$ cat src/bksl_pkg.sv
`default_nettype none

package bksl_pkg;

   localparam int MAX_K  = 16;
   localparam int CNT_W  = $clog2(MAX_K + 1);
   localparam int IDX_W  = $clog2(MAX_K);
   localparam int REF_W  = 16;
   localparam int DIST_W = 32;
   localparam int KLIM_W = 5;

   localparam logic [KLIM_W-1:0] K_LIMIT_RESET = KLIM_W'(16);

   // What one cell shows to its upper neighbor.
   typedef struct packed {
      logic [DIST_W-1:0] distance;
      logic [REF_W-1:0]  ptr;
      logic              valid;
      logic              le;     // valid and holds a distance <= the candidate
   } link_type;

   // Broadcast to every cell of the row.
   typedef struct packed {
      logic              insert;
      logic              clear;
      logic              kept;
      logic [DIST_W-1:0] distance;
      logic [REF_W-1:0]  ptr;
   } cell_cmd_type;

endpackage

`default_nettype wire

$ cat src/bounded_k_smallest_list_unit.sv
`default_nettype none

// Channel   Dir  Beat on          Payload
// req       in   tvalid & tready  tuser: req_type; tdata: point_ref, distance
// rsp       out  tvalid & tready  tuser: entry_valid, kept; tdata: point, dist, count
// csr       in   csr_we           csr_wdata: k_limit
//
// An insert updates the whole cell row at once; its report is then loaded
// into the output register from the report state once the output slot is
// free, and no new request is taken until that report is loaded.
// A drain of n entries gives n beats (one empty beat for an empty list),
// one beat per cycle unless stalled, through the cell row's single read port.
// Reset is synchronous and empties the list; k_limit returns to 16.
// A stalled output holds the current beat and delays the next load only.

module bounded_k_smallest_list_unit (
   input  wire logic        clock,
   input  wire logic        reset,
   input  wire logic        req_tvalid,
   output logic             req_tready,
   input  wire logic [47:0] req_tdata,   // [15:0] point_ref, [47:16] distance
   input  wire logic [0:0]  req_tuser,   // [0] req_type
   output logic             rsp_tvalid,
   input  wire logic        rsp_tready,
   output logic [55:0]      rsp_tdata,   // [15:0] point_out, [47:16] dist_out,
                                         // [52:48] count_out, [55:53] zero
   output logic [1:0]       rsp_tuser,   // [0] entry_valid, [1] kept
   output logic             rsp_tlast,
   input  wire logic        csr_we,
   input  wire logic [bksl_pkg::KLIM_W-1:0] csr_wdata
);
   import bksl_pkg::*;

   typedef enum logic [1:0] {
      ST_IDLE,
      ST_REPORT,
      ST_DRAIN
   } state_type;

   localparam logic REQ_INSERT = 1'b0;

   state_type         state_ff, state_in;
   logic [KLIM_W-1:0] k_limit_ff;
   logic [CNT_W-1:0]  count_ff, count_in;
   logic [IDX_W-1:0]  idx_ff, idx_in;
   logic              kept_ff, kept_in;

   logic              rsp_valid_ff, rsp_valid_in;
   logic [REF_W-1:0]  rsp_ptr_ff, rsp_ptr_in;
   logic [DIST_W-1:0] rsp_dist_ff, rsp_dist_in;
   logic [CNT_W-1:0]  rsp_count_ff, rsp_count_in;
   logic              rsp_entry_ff, rsp_entry_in;
   logic              rsp_kept_ff, rsp_kept_in;
   logic              rsp_last_ff, rsp_last_in;

   logic [CNT_W-1:0]  k_eff;
   logic [REF_W-1:0]  req_ptr;
   logic [DIST_W-1:0] req_dist;
   logic              accept, slot_free, kept_now;
   logic [CNT_W-1:0]  p_pos, kept_cnt;
   logic [MAX_K-1:0]  le_vec, valid_vec, below_vec;
   logic [IDX_W-1:0]  rd_idx;
   link_type          links [MAX_K];
   link_type          prev_links [MAX_K];
   link_type          rd_link;
   cell_cmd_type      cmd;

   assign req_ptr  = req_tdata[REF_W-1:0];
   assign req_dist = req_tdata[REF_W+DIST_W-1:REF_W];
   assign k_eff    = (CNT_W'(k_limit_ff) > CNT_W'(MAX_K)) ? CNT_W'(MAX_K)
                                                           : CNT_W'(k_limit_ff);

   assign req_tready = (state_ff == ST_IDLE);
   assign accept     = req_tvalid && req_tready;
   assign slot_free  = !rsp_valid_ff || rsp_tready;

   // Cell row: each cell sees its lower neighbor; the bottom cell sees a
   // neighbor that is always valid and never above the candidate.
   for (genvar i = 0; i < MAX_K; i++) begin : g_row
      if (i == 0) begin : g_first
         assign prev_links[i] = '{distance: '0, ptr: '0, valid: 1'b1, le: 1'b1};
      end else begin : g_next
         assign prev_links[i] = links[i-1];
      end
      assign below_vec[i] = (CNT_W'(i) < k_eff);
      assign le_vec[i]    = links[i].le;
      assign valid_vec[i] = links[i].valid;

      bksl_cell u_cell (
         .clock   (clock),
         .reset   (reset),
         .cmd     (cmd),
         .prev    (prev_links[i]),
         .below_k (below_vec[i]),
         .self    (links[i])
      );
   end

   // The candidate is kept if some slot under the limit is not at or below it.
   assign kept_now = |(~le_vec & below_vec);

   // The le flags form a run from the bottom cell; its length is the
   // insert position.
   always_comb begin
      p_pos = '0;
      for (int i = 0; i < MAX_K; i++) begin
         if (le_vec[i]) begin
            p_pos = CNT_W'(i + 1);
         end
      end
   end

   assign kept_cnt = (count_ff < k_eff) ? count_ff + CNT_W'(1) : k_eff;

   always_comb begin
      cmd.insert   = accept && (req_tuser[0] == REQ_INSERT);
      cmd.clear    = 1'b0;
      cmd.kept     = kept_now;
      cmd.distance = req_dist;
      cmd.ptr      = req_ptr;
      if (state_ff == ST_DRAIN && slot_free && count_ff != '0 && idx_ff == '0) begin
         cmd.clear = 1'b1;
      end
   end

   assign rd_idx  = (state_ff == ST_DRAIN) ? idx_ff : IDX_W'(count_ff - CNT_W'(1));
   assign rd_link = links[rd_idx];

   always_comb begin
      state_in     = state_ff;
      count_in     = count_ff;
      idx_in       = idx_ff;
      kept_in      = kept_ff;
      rsp_valid_in = rsp_valid_ff && !rsp_tready;
      rsp_ptr_in   = rsp_ptr_ff;
      rsp_dist_in  = rsp_dist_ff;
      rsp_count_in = rsp_count_ff;
      rsp_entry_in = rsp_entry_ff;
      rsp_kept_in  = rsp_kept_ff;
      rsp_last_in  = rsp_last_ff;
      unique case (state_ff)
         ST_IDLE: begin
            if (accept) begin
               if (req_tuser[0] == REQ_INSERT) begin
                  kept_in  = kept_now;
                  count_in = kept_now ? kept_cnt : p_pos;
                  state_in = ST_REPORT;
               end else begin
                  idx_in   = IDX_W'(count_ff - CNT_W'(1));
                  state_in = ST_DRAIN;
               end
            end
         end
         ST_REPORT: begin
            if (slot_free) begin
               rsp_valid_in = 1'b1;
               rsp_entry_in = (count_ff != '0);
               rsp_ptr_in   = (count_ff != '0) ? rd_link.ptr : '0;
               rsp_dist_in  = (count_ff != '0) ? rd_link.distance : '0;
               rsp_kept_in  = kept_ff;
               rsp_count_in = count_ff;
               rsp_last_in  = 1'b1;
               state_in     = ST_IDLE;
            end
         end
         ST_DRAIN: begin
            if (slot_free) begin
               rsp_valid_in = 1'b1;
               rsp_kept_in  = 1'b0;
               rsp_count_in = '0;
               if (count_ff == '0) begin
                  rsp_entry_in = 1'b0;
                  rsp_ptr_in   = '0;
                  rsp_dist_in  = '0;
                  rsp_last_in  = 1'b1;
                  state_in     = ST_IDLE;
               end else begin
                  rsp_entry_in = 1'b1;
                  rsp_ptr_in   = rd_link.ptr;
                  rsp_dist_in  = rd_link.distance;
                  rsp_last_in  = (idx_ff == '0);
                  if (idx_ff == '0) begin
                     count_in = '0;
                     state_in = ST_IDLE;
                  end else begin
                     idx_in = idx_ff - IDX_W'(1);
                  end
               end
            end
         end
         default: begin
            state_in = ST_IDLE;
         end
      endcase
   end

   always_ff @(posedge clock) begin
      if (reset) begin
         state_ff     <= ST_IDLE;
         count_ff     <= '0;
         rsp_valid_ff <= 1'b0;
         k_limit_ff   <= K_LIMIT_RESET;
      end else begin
         state_ff     <= state_in;
         count_ff     <= count_in;
         rsp_valid_ff <= rsp_valid_in;
         if (csr_we) begin
            k_limit_ff <= csr_wdata;
         end
      end
      idx_ff       <= idx_in;
      kept_ff      <= kept_in;
      rsp_ptr_ff   <= rsp_ptr_in;
      rsp_dist_ff  <= rsp_dist_in;
      rsp_count_ff <= rsp_count_in;
      rsp_entry_ff <= rsp_entry_in;
      rsp_kept_ff  <= rsp_kept_in;
      rsp_last_ff  <= rsp_last_in;
   end

   assign rsp_tvalid = rsp_valid_ff;
   assign rsp_tdata  = {3'b000, rsp_count_ff, rsp_dist_ff, rsp_ptr_ff};
   assign rsp_tuser  = {rsp_kept_ff, rsp_entry_ff};
   assign rsp_tlast  = rsp_last_ff;

`ifndef SYNTHESIS
   a_count_bound: assert property (@(posedge clock) disable iff (reset)
      count_ff <= CNT_W'(MAX_K))
      else $error("entry count above capacity");

   a_valid_prefix: assert property (@(posedge clock) disable iff (reset)
      (valid_vec & (valid_vec + MAX_K'(1))) == '0)
      else $error("valid cells do not form a run from the bottom");

   a_valid_count: assert property (@(posedge clock) disable iff (reset)
      $countones(valid_vec) == 32'(count_ff))
      else $error("valid cells disagree with entry count");

   a_drain_index: assert property (@(posedge clock) disable iff (reset)
      (state_ff == ST_DRAIN && count_ff != '0) |-> (CNT_W'(idx_ff) < count_ff))
      else $error("drain index outside held entries");

   a_insert_report: assert property (@(posedge clock) disable iff (reset)
      (accept && req_tuser[0] == REQ_INSERT) |=> (state_ff == ST_REPORT))
      else $error("insert did not move to report");
`endif

endmodule

`default_nettype wire

$ cat src/bksl_cell.sv
`default_nettype none

module bksl_cell (
   input  wire logic                  clock,
   input  wire logic                  reset,
   input  wire bksl_pkg::cell_cmd_type cmd,
   input  wire bksl_pkg::link_type    prev,
   input  wire logic                  below_k,
   output bksl_pkg::link_type         self
);
   import bksl_pkg::*;

   logic [DIST_W-1:0] dist_ff, dist_in;
   logic [REF_W-1:0]  ptr_ff, ptr_in;
   logic              valid_ff, valid_in;
   logic              le;

   assign le = valid_ff && (dist_ff <= cmd.distance);

   always_comb begin
      dist_in  = dist_ff;
      ptr_in   = ptr_ff;
      valid_in = valid_ff;
      if (cmd.clear) begin
         valid_in = 1'b0;
      end else if (cmd.insert) begin
         // Entries at or below the candidate stay, the slot just above them
         // takes the candidate, and everything higher moves up by one.
         if (!le) begin
            if (prev.le) begin
               dist_in = cmd.distance;
               ptr_in  = cmd.ptr;
            end else begin
               dist_in = prev.distance;
               ptr_in  = prev.ptr;
            end
         end
         if (cmd.kept) begin
            valid_in = (valid_ff || prev.valid) && below_k;
         end else begin
            valid_in = le;
         end
      end
   end

   always_ff @(posedge clock) begin
      if (reset) begin
         valid_ff <= 1'b0;
      end else begin
         valid_ff <= valid_in;
      end
      dist_ff <= dist_in;
      ptr_ff  <= ptr_in;
   end

   assign self.distance = dist_ff;
   assign self.ptr      = ptr_ff;
   assign self.valid    = valid_ff;
   assign self.le       = le;

endmodule

`default_nettype wire
$ cat config.mk
export PLATFORM = sky130hd
export DESIGN_NAME = bounded_k_smallest_list_unit
export DESIGN_NICKNAME = d
export VERILOG_FILES = /design/src/bksl_pkg.sv /design/src/bounded_k_smallest_list_unit.sv /design/src/bksl_cell.sv
export SDC_FILE = /design/constraint.sdc
export NUM_CORES = 2
export LEC_CHECK = 0
export BUFFER_PORTS_ARGS = -buffer_cell sky130_fd_sc_hd__buf_2
export CAP_MARGIN = 30
export CORE_ASPECT_RATIO = 2
export CORE_MARGIN = 5
export CORE_UTILIZATION = 60
export DETAILED_ROUTE_END_ITERATION = 16
export PLACE_DENSITY = 0.83
export SLEW_MARGIN = 20
export SYNTH_ARGS = -nofsm -noshare
export SYNTH_HDL_FRONTEND = slang
export SYNTH_SLANG_ARGS = --single-unit
$ cat constraint.sdc
create_clock -name clock -period 8.7 [get_ports clock]
set_input_delay 0.435 -clock clock [delete_from_list [all_inputs] [get_ports clock]]
set_output_delay 0.435 -clock clock [all_outputs]
set_load 0.005 [all_outputs]
==> results.md <==
- Minimum clock period: 6.21 ns
- Sw frac: 32.2%
- Final worst slack: 2.49 ns
- Setup bufs post-CTS: 0
- Routability cong.: 1.11
- CTS tree: yes
- Antenna viol nets, final: 0
- Net Switching: 3.85 mW
- Layout cells sized above 1: 29.1%
- Total power divided by cell area: 205 nW/um^2
- Reg2reg start: g_row[10].u_cell.dist_ff[25]$_DFFE_PP_
- Non-Filler Instances: 5,299
- Largest net degree at the start of global routing: 113
- TNS Setup: 0 ns
- Total wire length: 207,000 um
- Peak VDD IR: 231 uV
- Asr flop ratio synth: 0%
- Tightest Pin Transition: 1.22 ns
- Setup crit end kind: flop
- Lkg Pwr: 20.9 nW
- Reg-to-reg endpoint: g_row[10].u_cell.dist_ff[24]$_DFFE_PP_
- Vias in the first global route: 39,800
- Total grt overflow: 0
- Avg Cell Area, Syn: 13.3 sq um
- Num ports: 120
- Die width: 221 um
- Slowest stage delay, CP: 0.92 ns
- Data required, critical path: 9.01 ns
- Worst hold slack: 0.0368 ns
- Post-placement cell area: 55,500 sq um
- Commonest non-fill, non-tap cells in the layout: 829 x edfxtp_1, 627 x mux2_2, 523 x ha_1
- Total track usage: 43.6%
- FF+latch area: 25,500 sq um
- PortBufs: 116
- Slack of the worst reg-to-reg path: 2.49 ns
- Hold Crit Class: in -> reg
- Final net count: 4,631
- Clock sink count: 858
- Slowest CP cell: buf_4
- Relative slew slack: 18.1%
- Logic gate share of total power: 26.3%
- Worst setup endpoint: g_row[10].u_cell.dist_ff[24]$_DFFE_PP_
- Sequential share of the synthesized area: 47.8%
- Final setup violation count: 0
- P&R area growth vs syn: 9.23%
- Reg clk slew, reported paths: 0.07 ns
- Cell Rows: 154
- Most common cell after layout, fill and taps aside: edfxtp_1
- Worst Hold Depth: 3
- R2R cell count: 11
- Mapped Area: 53,300 sq um
- Unrepaired setup endpoints after global routing: no
- DRC viols: 0
- Post-synth EDFFs: 829
- Effective utilization at floorplan: 60.4%
- Height of the chip: 432 um
- Worst skew pair latency: 0.73 ns
- Via Count: 40,000
- Iter 0 DRT Violations: 4,699
- Detailed placer's ending HPWL: 142,000 um
- Die area: 95,300 sq um
- Clk pwr share: 30.0%
- Clk root buf: clkbuf_16
- Crit-path cells: ha_1 > nand4_1 > nor4_1 > nand4_1 > a311oi_1 > a311oi_1 > nor2_4 > buf_4 > inv_1 > nor2_4 > buf_4
- Drt pass-1 iters: 8
- Antenna violations before repair: 21
- Fillcell total: 6,527
- Cell variety after synth: 79
- Syn. warnings: 0
- Setup CP Type: reg -> reg
- Cell count after placement: 5,124
- Crit start category: flop
- Part of the power in registers: 43.7%
- Placement Setup Slack: 2.14 ns
- Gate count of the mapped netlist: 3,998
- Final Power: 11.9 mW
- Clock Tree Buf Depth: 3
- Cell Int Power: 8.10 mW
- Number of buffers created by CTS: 80
- Worst Path Max Fanout: 53
- H-tree level count: 3
- # Max-Cap Violations: 0
- Wire per inst: 39.1 um
- Max Fclk: 161 MHz
- Multi-input logic area: 27,000 sq um
- CORE AREA: 88,200 sq um
- Clk_skew: 0.0464 ns
- Top FF cell, synth: edfxtp_1
- Core Util, Final: 66.0%
- Outcome: completed
- Critical Path AT: 6.52 ns
- Slew Limit Fails: 0
- CP Launch Point: g_row[10].u_cell.dist_ff[25]$_DFFE_PP_
- Period utilization: 71.4%
- Via density: 7.55
- Endpoints failing hold: 0
- First-pass GRT wire length: 292,000 um
- #FFs+latches synth: 858
- Final Cell Area: 58,200 sq um
-- cell usage after synthesis, drive strengths merged, types with 15 or more instances --
library cell / instances / area (sq um)
a211oi: 138 / 1040
a21o: 25 / 188
a21oi: 178 / 891
a31oi: 18 / 119
buf: 42 / 189
clkbuf: 190 / 713
dfxtp: 29 / 581
edfxtp: 829 / 24900
ha: 523 / 6540
inv: 85 / 319
mux2: 628 / 7070
mux2i: 62 / 621
mux4: 192 / 4320
nand2: 269 / 1010
nand2b: 15 / 93.8
nand3: 56 / 280
nand4: 103 / 659
nor2: 113 / 429
nor2b: 70 / 438
nor3: 25 / 125
nor4: 22 / 138
o211ai: 24 / 180
o21a: 18 / 135
o21ai: 167 / 836
-- critical path: cells and delay by family (launching register included) --
kind                     cells  cell delay (ns)
AND/OR/NAND/NOR              5             2.08
buffers and inverters        3             1.94
AO/OA/AOI/OAI                2             0.82
flip-flops                   1             0.51
adder cells (fa/ha/maj)      1             0.38
-- worst min-delay path by stage --
stage / from / end
after floorplan: state_ff[1]$_SDFFE_PP0P_ / state_ff[1]$_SDFFE_PP0P_
after global placement: state_ff[1]$_SDFFE_PP0P_ / state_ff[1]$_SDFFE_PP0P_
after detailed placement: state_ff[1]$_SDFFE_PP0P_ / state_ff[1]$_SDFFE_PP0P_
after CTS: rsp_tready / rsp_tvalid$_SDFF_PP0_
after global routing: req_tuser / state_ff[1]$_SDFFE_PP0P_
final: req_tuser / state_ff[1]$_SDFFE_PP0P_
-- registers in the layout (all words and copies together), names as in the netlist --
register,flops
rsp_dist_ff,32
idx_ff,4
rsp_kept_ff,1
k_limit_ff,5
g_row.u_cell.dist_ff,512
kept_ff,1
count_ff,5
rsp_tvalid,1
rsp_tlast,1
rsp_ptr_ff,16
g_row.u_cell.ptr_ff,256
state_ff,2
rsp_count_ff,5
rsp_entry_ff,1
g_row.u_cell.valid_ff,16
-- cell families (layout without fill, tap and decap cells) --
family / count (synthesis) / count (layout) / share of synthesized area [%]
adders and majority gates: 523 / 523 / 12.3
and+or+nand+nor: 732 / 732 / 6.76
other: 1 / 19 / 0.00703
AOI/OAI and AO/OA: 677 / 677 / 8.23
xor gates and xnor gates: 6 / 6 / 0.0986
DFF: 858 / 858 / 47.8
muxes: 882 / 882 / 22.5
buffers and inverters: 319 / 432 / 2.30
-- final cells by class --
type | instances | share of cell area (%)
inverters | 87 | 0.561
repair buffers | 199 | 2.39
diodes | 16 | 0.0688
flip-flops and latches | 858 | 43.7
clock buffers | 101 | 3.66
well taps | 1170 | 2.51
clock inverters | 45 | 0.731
multi-input cells | 2823 | 46.3
-- power groups by stage --
stage | registers [mW] | clock network (mW) | logic (mW)
final | 5.23 | 3.58 | 3.14
after CTS | 5.21 | 3.60 | 3.02
after global placement | 5.29 | 0 | 2.94
after detailed placement | 5.29 | 0 | 3.00
after global routing | 5.23 | 3.76 | 3.28
after floorplan | 5.17 | 0 | 1.99
-- metal layers --
metal	vias up	global-route usage, %	share of wire, %
li1	16000	-	-
met1	19600	44.8	29
met2	3131	68.6	47
met3	1284	13.0	10
met4	10	43.6	14
met5	-	0	0.029
-- what timing repair did --
action / in CTS / in global routing
hold endpoints to repair: 3 / 0
hold buffers: 3 / 0
gates resized for setup: 0 / 0
No activity file was read; power rests on OpenSTA's default activity.
